<file path="config.mk">
export PLATFORM = sky130hd
export DESIGN_NAME = quoted_command_line_tokenizer
export DESIGN_NICKNAME = d
export VERILOG_FILES = /design/src/rtl/qclt_pkg.sv /design/src/rtl/qclt_step.sv /design/src/rtl/quoted_command_line_tokenizer.sv
export VERILOG_INCLUDE_DIRS = /design/src /design/src/rtl
export SDC_FILE = /design/constraint.sdc
export NUM_CORES = 1
export LEC_CHECK = 0
export BUFFER_PORTS_ARGS = -buffer_cell sky130_fd_sc_hd__buf_4
export CORE_UTILIZATION = 45
export DETAILED_ROUTE_END_ITERATION = 16
export PLACE_DENSITY = 0.71
export SLEW_MARGIN = 20
export SYNTH_ARGS = -nofsm -noshare
export SYNTH_HDL_FRONTEND = slang
export SYNTH_SLANG_ARGS = --single-unit
</file>
<file path="constraint.sdc">
create_clock -name clock -period 3 [get_ports clock]
set_clock_uncertainty 0.2 [all_clocks]
set_input_delay 0.6 -clock clock [delete_from_list [all_inputs] [get_ports clock]]
set_output_delay 0.6 -clock clock [all_outputs]
set_load 0.005 [all_outputs]
</file>
<file path="src/rtl/quoted_command_line_tokenizer_macros.svh">
// Assertion macros for the quoted command line tokenizer.
`ifndef QUOTED_COMMAND_LINE_TOKENIZER_MACROS_SVH
`define QUOTED_COMMAND_LINE_TOKENIZER_MACROS_SVH

// Same-cycle implication, disabled during reset.
`define QCLT_ASSERT_IMP(label, clk, rst, lhs, rhs) \
   label: assert property (@(posedge clk) disable iff (rst) (lhs) |-> (rhs)) \
      else $error("%m: implication check failed");

// Next-cycle implication, disabled during reset.
`define QCLT_ASSERT_NXT(label, clk, rst, lhs, rhs) \
   label: assert property (@(posedge clk) disable iff (rst) (lhs) |=> (rhs)) \
      else $error("%m: next-cycle check failed");

`endif

</file>
<file path="src/rtl/qclt_pkg.sv">
// Package: byte codes, scan state and result types for the tokenizer.
package qclt_pkg;

   localparam int CH_W               = 8;
   localparam int LIMIT_W            = 6;
   localparam int INDEX_W            = 5;
   localparam int COUNT_W            = 6;
   localparam int DEFAULT_MAX_TOKENS = 32;

   localparam logic [LIMIT_W-1:0] LIMIT_RESET = 6'd32;

   localparam logic [CH_W-1:0] CH_EOL    = 8'h00;
   localparam logic [CH_W-1:0] CH_TAB    = 8'h09;
   localparam logic [CH_W-1:0] CH_SPACE  = 8'h20;
   localparam logic [CH_W-1:0] CH_DQUOTE = 8'h22;
   localparam logic [CH_W-1:0] CH_HASH   = 8'h23;
   localparam logic [CH_W-1:0] CH_SQUOTE = 8'h27;
   localparam logic [CH_W-1:0] CH_BSLASH = 8'h5C;

   typedef enum logic [3:0] {
      MODE_BETWEEN = 4'b0001,
      MODE_PLAIN   = 4'b0010,
      MODE_QUOTED  = 4'b0100,
      MODE_ESCAPE  = 4'b1000
   } mode_type;

   typedef struct packed {
      mode_type mode;
      logic     quote_single;
      logic     at_line_start;
      logic     comment_line;
      logic     text_seen;
   } ctrl_type;

   localparam ctrl_type CTRL_RESET = '{
      mode:          MODE_BETWEEN,
      quote_single:  1'b0,
      at_line_start: 1'b1,
      comment_line:  1'b0,
      text_seen:     1'b0
   };

   typedef struct packed {
      logic               kept;
      logic               tok_start;
      logic               tok_end;
      logic [INDEX_W-1:0] index;
      logic               done;
      logic [COUNT_W-1:0] count;
      logic               ignored;
   } result_type;

endpackage

</file>
<file path="src/rtl/qclt_step.sv">
// Per-byte scan logic: next scan state and result marks for one byte.
module qclt_step
   import qclt_pkg::*;
#(
   parameter int MAX_TOKENS = DEFAULT_MAX_TOKENS,
   parameter int CNT_W      = $clog2(MAX_TOKENS + 1)
) (
   input  logic [CH_W-1:0]    ch,
   input  logic [LIMIT_W-1:0] limit,
   input  ctrl_type           ctrl_cur,
   input  logic [CNT_W-1:0]   found_cur,
   output ctrl_type           ctrl_nxt,
   output logic [CNT_W-1:0]   found_nxt,
   output result_type         res
);

   localparam int CMP_W = (CNT_W > LIMIT_W) ? CNT_W : LIMIT_W;

   logic [CMP_W-1:0] lim_ext;
   logic [CMP_W-1:0] max_ext;
   logic [CMP_W-1:0] eff_limit;
   logic             below_limit;
   logic             blank;
   logic             quote;
   logic             comment;
   logic [CH_W-1:0]  closer;
   logic [CNT_W-1:0] cur_idx;

   assign lim_ext     = CMP_W'(limit);
   assign max_ext     = CMP_W'(MAX_TOKENS);
   assign eff_limit   = (lim_ext > max_ext) ? max_ext : lim_ext;
   assign below_limit = CMP_W'(found_cur) < eff_limit;
   assign blank       = (ch == CH_SPACE) || (ch == CH_TAB);
   assign quote       = (ch == CH_DQUOTE) || (ch == CH_SQUOTE);
   assign comment     = ctrl_cur.comment_line || (ctrl_cur.at_line_start && ch == CH_HASH);
   assign closer      = ctrl_cur.quote_single ? CH_SQUOTE : CH_DQUOTE;

   always_comb begin
      res       = '0;
      ctrl_nxt  = ctrl_cur;
      found_nxt = found_cur;
      cur_idx   = (found_cur != '0) ? found_cur - CNT_W'(1) : '0;

      if (ch == CH_EOL) begin
         res.done    = 1'b1;
         res.count   = COUNT_W'(found_cur);
         res.ignored = ctrl_cur.at_line_start || comment;
         if (ctrl_cur.mode != MODE_BETWEEN) begin
            res.tok_end = 1'b1;
            if (ctrl_cur.mode == MODE_QUOTED && !ctrl_cur.text_seen) begin
               res.tok_start = 1'b1;
            end
         end
         ctrl_nxt  = CTRL_RESET;
         found_nxt = '0;
      end else begin
         ctrl_nxt.at_line_start = 1'b0;
         ctrl_nxt.comment_line  = comment;
         if (comment) begin
            res.ignored = 1'b1;
         end else begin
            case (ctrl_cur.mode)
               MODE_BETWEEN: begin
                  if (!blank && below_limit) begin
                     found_nxt = found_cur + CNT_W'(1);
                     cur_idx   = found_cur;
                     if (quote) begin
                        ctrl_nxt.mode         = MODE_QUOTED;
                        ctrl_nxt.quote_single = (ch == CH_SQUOTE);
                        ctrl_nxt.text_seen    = 1'b0;
                     end else begin
                        ctrl_nxt.mode = MODE_PLAIN;
                        res.kept      = 1'b1;
                        res.tok_start = 1'b1;
                     end
                  end
               end
               MODE_PLAIN: begin
                  if (blank || quote) begin
                     res.tok_end   = 1'b1;
                     ctrl_nxt.mode = MODE_BETWEEN;
                  end else begin
                     res.kept = 1'b1;
                  end
               end
               MODE_QUOTED: begin
                  if (ch == closer) begin
                     res.tok_end   = 1'b1;
                     res.tok_start = !ctrl_cur.text_seen;
                     ctrl_nxt.mode = MODE_BETWEEN;
                  end else begin
                     res.kept           = 1'b1;
                     res.tok_start      = !ctrl_cur.text_seen;
                     ctrl_nxt.text_seen = 1'b1;
                     if (ch == CH_BSLASH) begin
                        ctrl_nxt.mode = MODE_ESCAPE;
                     end
                  end
               end
               MODE_ESCAPE: begin
                  res.kept      = 1'b1;
                  ctrl_nxt.mode = MODE_QUOTED;
               end
               default: begin
                  ctrl_nxt.mode = MODE_BETWEEN;
               end
            endcase
         end
      end

      if (res.kept || res.tok_start || res.tok_end) begin
         res.index = INDEX_W'(cur_idx);
      end
   end

endmodule

</file>
<file path="src/rtl/quoted_command_line_tokenizer.sv">
// Quoted command line tokenizer: one line byte in, one set of token marks out.
//
// Input channel req_: one byte per transfer (req_ch); byte 0 ends the line.
// Output channel rsp_: one result per byte, in order: text/start/end marks,
// token index, and on the line end the token count and ignored-line flag.
// csr_: csr_wr_data is taken into the token limit whenever csr_wr_en is high;
// write it only while no byte is in flight.
// Pipeline: a byte is held in the input register while it is scanned, and
// its result is loaded into the output register, from which it is offered
// on rsp_. One byte per cycle is sustained while rsp_ready stays high; the
// rate is set by the scan state update, which is done once per byte.
// Reset clears the valid flags of both pipeline registers, returns the
// scanner to the start of a line and sets the token limit to 32.
// When rsp_ready is low the result holds, the input register keeps one more
// byte, and req_ready then drops until the result is taken.
`include "quoted_command_line_tokenizer_macros.svh"

module quoted_command_line_tokenizer
   import qclt_pkg::*;
#(
   parameter int MAX_TOKENS = DEFAULT_MAX_TOKENS
) (
   input  logic               clock,
   input  logic               reset,
   input  logic               req_valid,
   output logic               req_ready,
   input  logic [CH_W-1:0]    req_ch,
   output logic               rsp_valid,
   input  logic               rsp_ready,
   output logic               rsp_byte_kept,
   output logic               rsp_token_start,
   output logic               rsp_token_end,
   output logic [INDEX_W-1:0] rsp_token_index,
   output logic               rsp_line_done,
   output logic [COUNT_W-1:0] rsp_token_count,
   output logic               rsp_ignored_line,
   input  logic               csr_wr_en,
   input  logic [LIMIT_W-1:0] csr_wr_data
);

   localparam int CNT_W = $clog2(MAX_TOKENS + 1);

   logic               in_valid_ff;
   logic               in_valid_in;
   logic [CH_W-1:0]    in_ch_ff;
   logic               rsp_valid_ff;
   logic               rsp_valid_in;
   result_type         rsp_res_ff;
   ctrl_type           ctrl_ff;
   ctrl_type           ctrl_in;
   logic [CNT_W-1:0]   found_ff;
   logic [CNT_W-1:0]   found_in;
   logic [LIMIT_W-1:0] limit_ff;
   result_type         step_res;
   logic               out_adv;
   logic               in_adv;
   logic               req_xfer;

   assign out_adv   = !rsp_valid_ff || rsp_ready;
   assign in_adv    = in_valid_ff && out_adv;
   assign req_ready = !in_valid_ff || out_adv;
   assign req_xfer  = req_valid && req_ready;

   assign in_valid_in  = req_xfer ? 1'b1 : (in_adv ? 1'b0 : in_valid_ff);
   assign rsp_valid_in = out_adv ? in_valid_ff : rsp_valid_ff;

   qclt_step #(
      .MAX_TOKENS (MAX_TOKENS),
      .CNT_W      (CNT_W)
   ) u_step (
      .ch        (in_ch_ff),
      .limit     (limit_ff),
      .ctrl_cur  (ctrl_ff),
      .found_cur (found_ff),
      .ctrl_nxt  (ctrl_in),
      .found_nxt (found_in),
      .res       (step_res)
   );

   always_ff @(posedge clock) begin
      if (reset) begin
         in_valid_ff  <= 1'b0;
         rsp_valid_ff <= 1'b0;
         ctrl_ff      <= CTRL_RESET;
         found_ff     <= '0;
         limit_ff     <= LIMIT_RESET;
      end else begin
         in_valid_ff  <= in_valid_in;
         rsp_valid_ff <= rsp_valid_in;
         if (in_adv) begin
            ctrl_ff  <= ctrl_in;
            found_ff <= found_in;
         end
         if (csr_wr_en) begin
            limit_ff <= csr_wr_data;
         end
      end
   end

   always_ff @(posedge clock) begin
      if (req_xfer) begin
         in_ch_ff <= req_ch;
      end
      if (in_adv) begin
         rsp_res_ff <= step_res;
      end
   end

   assign rsp_valid        = rsp_valid_ff;
   assign rsp_byte_kept    = rsp_res_ff.kept;
   assign rsp_token_start  = rsp_res_ff.tok_start;
   assign rsp_token_end    = rsp_res_ff.tok_end;
   assign rsp_token_index  = rsp_res_ff.index;
   assign rsp_line_done    = rsp_res_ff.done;
   assign rsp_token_count  = rsp_res_ff.count;
   assign rsp_ignored_line = rsp_res_ff.ignored;

   // line end returns the scanner to the start of a line
   `QCLT_ASSERT_NXT(a_line_restart, clock, reset, in_adv && in_ch_ff == CH_EOL, found_ff == '0 && ctrl_ff.at_line_start && ctrl_ff.mode == MODE_BETWEEN)

   `QCLT_ASSERT_IMP(a_found_bound, clock, reset, 1'b1, found_ff <= CNT_W'(MAX_TOKENS))

   // bytes of an ignored line carry no token marks
   `QCLT_ASSERT_IMP(a_ignored_unmarked, clock, reset, rsp_valid_ff && rsp_res_ff.ignored && !rsp_res_ff.done, !rsp_res_ff.kept && !rsp_res_ff.tok_start && !rsp_res_ff.tok_end)

endmodule
</file>
Word level (Yosys, flattened, before mapping)
Cells that the tools add are included.
Storage, ports and cells
  bits in registers: 46
  input port bits: 19
  output and inout bits: 18
Operators by class
  $add $sub $neg: 2
  order comparisons: 2
  equal/unequal tests: 18
  multiplexer cells: 45
  reductions and logical operators: 29
Operators with widths (number)
  2-to-1 mux 5 bit: 7
  == test 8 x 6 -> 1 bit, second input constant: 4
  2-to-1 mux 6 bit: 5
  2-to-1 mux 1 bit: 16
  one-hot mux 4 bit (4 select lines): 1
  2-to-1 mux 4 bit: 3
  AND reduction 5 bit: 2
  logical OR 1 bit: 9
  2-to-1 mux 3 bit: 3
  inequality test 3 x 1 -> 1 bit, second input constant: 3
  == test 8 x 4 -> 1 bit, second input constant: 1
  == test 8 x 7 -> 1 bit, second input constant: 1
  == test 8 bit: 1
  logical NOT 8 bit: 1
  2-to-1 mux 2 bit: 4
  2-to-1 mux 8 bit: 1
  nonzero test 2 bit: 4
  2-to-1 mux 7 bit: 1
  adder 6 x 1 -> 6 bit, second input constant: 1
  > comparator 6 bit, second input constant: 1
  less-than comparator 6 bit: 1
  one-hot mux 1 bit (2 select lines): 3
  AND reduction 6 bit: 1
  nonzero test 6 bit: 1
  14 further kinds: 21

Depth between registers and ports, before layout
  depth in word-level cells: 10
  mapped depth: 10
  mapped depth without buffers: 9

Modules after synthesis
Synthesis repeated with hierarchy kept, for this count alone.
Unflattened totals
  cell total of the unflattened synthesis: 279
  area, all modules: 2761.4 µm²
By module, submodules not included
  quoted_command_line_tokenizer: times used 1, cells each 115, area an instance 1651.6 µm²
  qclt_step: times used 1, cells each 164, area an instance 1109.8 µm²

Worst setup path after synthesis
No wires, ideal clock.
  kind: flip-flop to flip-flop
  from: reg limit_ff[5]
  to: reg rsp_res_ff (netlist bit rsp_token_index[3]) (data pin)
  setup time: 0.264 ns
  arrival time: 2.285 ns
  data required time: 2.536 ns
  setup slack: 0.251 ns
  stages on the path, launching flop included: 11
  period minus slack after synthesis: 2.749 ns
  path through: dfxtp_1 -> inv_1 -> nand2_1 -> ha_1 -> nor2_1 -> or4_1 -> and4b_1 -> buf_6 -> a2111oi_4 -> mux2i_1 -> nor2_2
Between the ends
  longest elaborated chain between the ends: 10
  elaborated cells on any way between the ends: 16
  classes of those cells: 2 x order compare; 11 x mux; 3 x reduce/logical
RTL lines
  start, declared: line quoted_command_line_tokenizer.sv:53  | logic [LIMIT_W-1:0] limit_ff;
  start signal, assigned: line quoted_command_line_tokenizer.sv:95  | limit_ff <= csr_wr_data;
  > comparator 6 bit: line qclt_step.sv:31  | assign eff_limit = (lim_ext > max_ext) ? max_ext : lim_ext;
  2-to-1 mux 6 bit *: line qclt_step.sv:31
  less-than comparator 6 bit *: line qclt_step.sv:32  | assign below_limit = CMP_W'(found_cur) < eff_limit;
  logical AND 1 bit *: line qclt_step.sv:64  | if (!blank && below_limit) begin
  2-to-1 mux 2 bit: line qclt_step.sv:64
  one-hot mux 1 bit (4 select lines) / one-hot mux 1 bit (2 select lines) (equally long branches): line qclt_step.sv:62  | case (ctrl_cur.mode)
  2-to-1 mux 3 bit: line qclt_step.sv:59  | if (comment) begin
  2-to-1 mux 1 bit / 2-to-1 mux 2 bit (equally long branches): line qclt_step.sv:44  | if (ch == CH_EOL) begin
  logical OR 1 bit (2 in a row): line qclt_step.sv:111  | if (res.kept || res.tok_start || res.tok_end) begin
  end signal, assigned: line quoted_command_line_tokenizer.sv:105  | rsp_res_ff <= step_res;
  end, declared: line quoted_command_line_tokenizer.sv:48  | result_type rsp_res_ff;
Mark *: on every way between the ends. The rest lies on a longest branch, timed or not.
A chain may end at the register's enable or synchronous reset.

Final worst setup path
Ends and elaborated chain as after synthesis.

==> impl_metrics.toml <==
[synth]
async_reset_ff_share_pct = 0
synth.avg_cell_area_um2 = 9.60
synth_flop_cell = "edfxtp_1"
ys_seq_area_share_pct = 47.3
syn-instance-count = 256
synth_area_leaders = "edfxtp_1 29%, dfxtp_1 18%, nor2_1 5.0%, a21oi_1 4.3%, mux2i_1 4.1%"
synth_edf_count = 24
synth_area_mm2 = 0.00246
synth_top_area_share_pct = 29.3
synth_top_area_cell = "edfxtp_1"
synth_cell_types = 48
yosys_warnings = 0
yosys_register_bits = 46
syn_nets = 282

[grt]
grt_max_degree = 19
overflow = 0
antenna_found_initial = 0
grt_use_total_pct = 18.6
grt_pass1_wl_um = 8010
grt_pass1_vias = 1725

[clocking]
cts_hold_buf = 0
cts_buffers = 5
path_clk_slew_ns = 0.10
worstSkewPairLatency_ns = 0.30
cts_resized = 0
root_buffer = "clkbuf_8"
clock_sinks = 46
cts_setup_buffers = 0
cts_tree = "yes"
htreeDepth = 2
cts_buffer_depth = 2

[detailed_routing]
drc = 0
viasPerCell = 5.62
drt_wl_total_um = 5100
dr_total_vias = 2079
wire_per_inst_um = 13.8
dr.pass1.iters = 4
final_antenna_net_count = 0
drt_iter0_drc = 222

[timing]
tns_ns = 0
post-route-period-util_pct = 94.6
final-hold-violation-count = 0
slew_violations = 0
fmax_mhz = 352
rsz0062_at_grt = "false"
setup_viol = 0
max_slew.worst_pin.slew_ns = 0.844
period_needed_ns = 2.84
slew_headroom_pct = 43.8

[hold_path]
whs_path_depth = 1
min_to = "in_ch_ff[6]"
hold_path_class = "in -> reg"
hp-start = "req_ch[6]"

[setup_path]
r2r_setup_slack_ns = 0.16
criticalPathCategory = "reg -> reg"
cp_data_required_time_ns = 2.85
arrival_ns = 2.69
rr_endpoint = "rsp_token_index[3]"
startpoint_type = "flip-flop"
setup.worst_path.start = "limit_ff[5]"
reg2regPathDepth = 9
critPathMaxFanout = 6
reg2reg_from = "limit_ff[5]"
cp-end-kind = "flip-flop"

[power_and_ir_drop]
power.total_mw = 1.31
peakVddDrop_mv = 0.269
powerDensity_mw_per_mm2 = 445
power.leakage_nw = 1.16

[floorplanning]
core_mm2 = 0.00517
boundaryPins = 37
dieWidth_um = 75.9
start_util_pct = 47.5
dieArea_mm2 = 0.00576
die_y_um = 75.9
rows = 26

[status]
status = "completed"

[place]
gp_congestion = 0.973
port_buffers = 36
dpl.hpwl_um = 3720

[finish]
antennaDiodeCount = 0
fin_nets = 325
num-fill-cells = 472
area_growth_pct = 19.7
drive_gt1_share_pct = 22.3

[job]
drv_cap = 0
-- sequential cells by signal, indices dropped and copies added, names as in the netlist --
name	flops
rsp_byte_kept	1
in_valid_ff	1
rsp_ignored_line	1
rsp_token_count	6
limit_ff	6
ctrl_ff	8
rsp_token_index	5
in_ch_ff	8
rsp_line_done	1
found_ff	6
rsp_token_end	1
rsp_token_start	1
rsp_valid	1
-- worst max-delay path by stage --
stage,to
finish,rsp_token_index[3]
detailed placement,rsp_token_index[3]
global placement,rsp_token_index[3]
global route,rsp_token_index[3]
CTS,rsp_token_index[3]
floorplan,rsp_token_index[3]
-- logic make-up (layout without fill, tap and decap cells) --
logic type	after synthesis	in the layout	share of synthesized area (%)
compound gates	50	50	14.9
xor+xnor	2	2	0.713
fa+ha+maj	7	7	3.56
buf+inv	19	63	3.26
flops	46	46	47.3
mux	10	10	4.07
simple gates	122	122	26.3
-- routing by layer --
metal	share of wire (%)	track usage (%)
met5	0	0
met4	1.4	4.94
met2	46	29.8
met1	46	25.2
met3	6.1	4.63
-- layout by cell type (no fill, tap or decap), drive strengths merged, types with 3 or more instances in the layout --
cell and n:
nor3 10, ha 7, a2111oi 3, mux2i 10, or4 4, or3 6
nand3b 3, buf 48, nor4b 3, nor2 34, o31ai 3, a21oi 22
inv 7, clkbuf 5, o21ai 7, or4b 3, nand2 25, edfxtp 24
o211ai 3, nand4 6, and2 5, nand3 10, dfxtp 22
-- final cells by class --
cell class,instances,area [um2],area share (%)
Tap cell,70,87.6,2.98
Clock inverter,3,21.3,0.723
Clock buffer,5,68.8,2.34
Sequential cell,46,1160,39.5
Multi-Input combinational cell,191,1220,41.3
Inverter,7,26.3,0.893
Timing Repair Buffer,48,360,12.3
-- synthesized netlist by cell type (6+ instances only) --
cell type / instances
nor2_1: 33
mux2i_1: 10
edfxtp_1: 24
nand4_1: 6
o21ai_0: 7
nand2_1: 25
nand3_1: 10
clkbuf_1: 10
or3_1: 6
nor3_1: 10
ha_1: 7
inv_1: 7
dfxtp_1: 22
a21oi_1: 21
-- report_power, final --
group | switching [mW] | internal [mW] | total (mW)
Combinational | 0.115 | 0.0967 | 0.212
Clock | 0.220 | 0.164 | 0.384
Sequential | 0.0213 | 0.692 | 0.713
-- metrics by stage --
| stage | setup WS (ns) | hold WS (ns) | std cells | instance area [um2] | utilization (%) |
|---|---|---|---|---|---|
| 2_1_floorplan | 0.251 | 0.245 | 256 | 2460 | - |
| 3_3_place_gp | 0.244 | 0.269 | 362 | 2850 | 55.1 |
| 3_5_place_dp | 0.169 | 0.266 | 362 | 2850 | 55.1 |
| 4_1_cts | 0.148 | 0.268 | 370 | 2940 | 56.9 |
| 5_1_grt | 0.0627 | 0.261 | 370 | 2940 | 56.9 |
| 6_report | 0.162 | 0.276 | 370 | 2940 | 56.9 |
-- critical path, cell delays in order, from the launching register on --
cell	delay, ns
dfxtp_1	0.32
inv_1	0.15
nand2_1	0.08
ha_1	0.28
nand2_1	0.07
or4_1	0.56
and4b_1	0.26
a2111oi_4	0.37
mux2i_1	0.26
nor2_2	0.04
No activity file was read; power rests on OpenSTA's default activity.
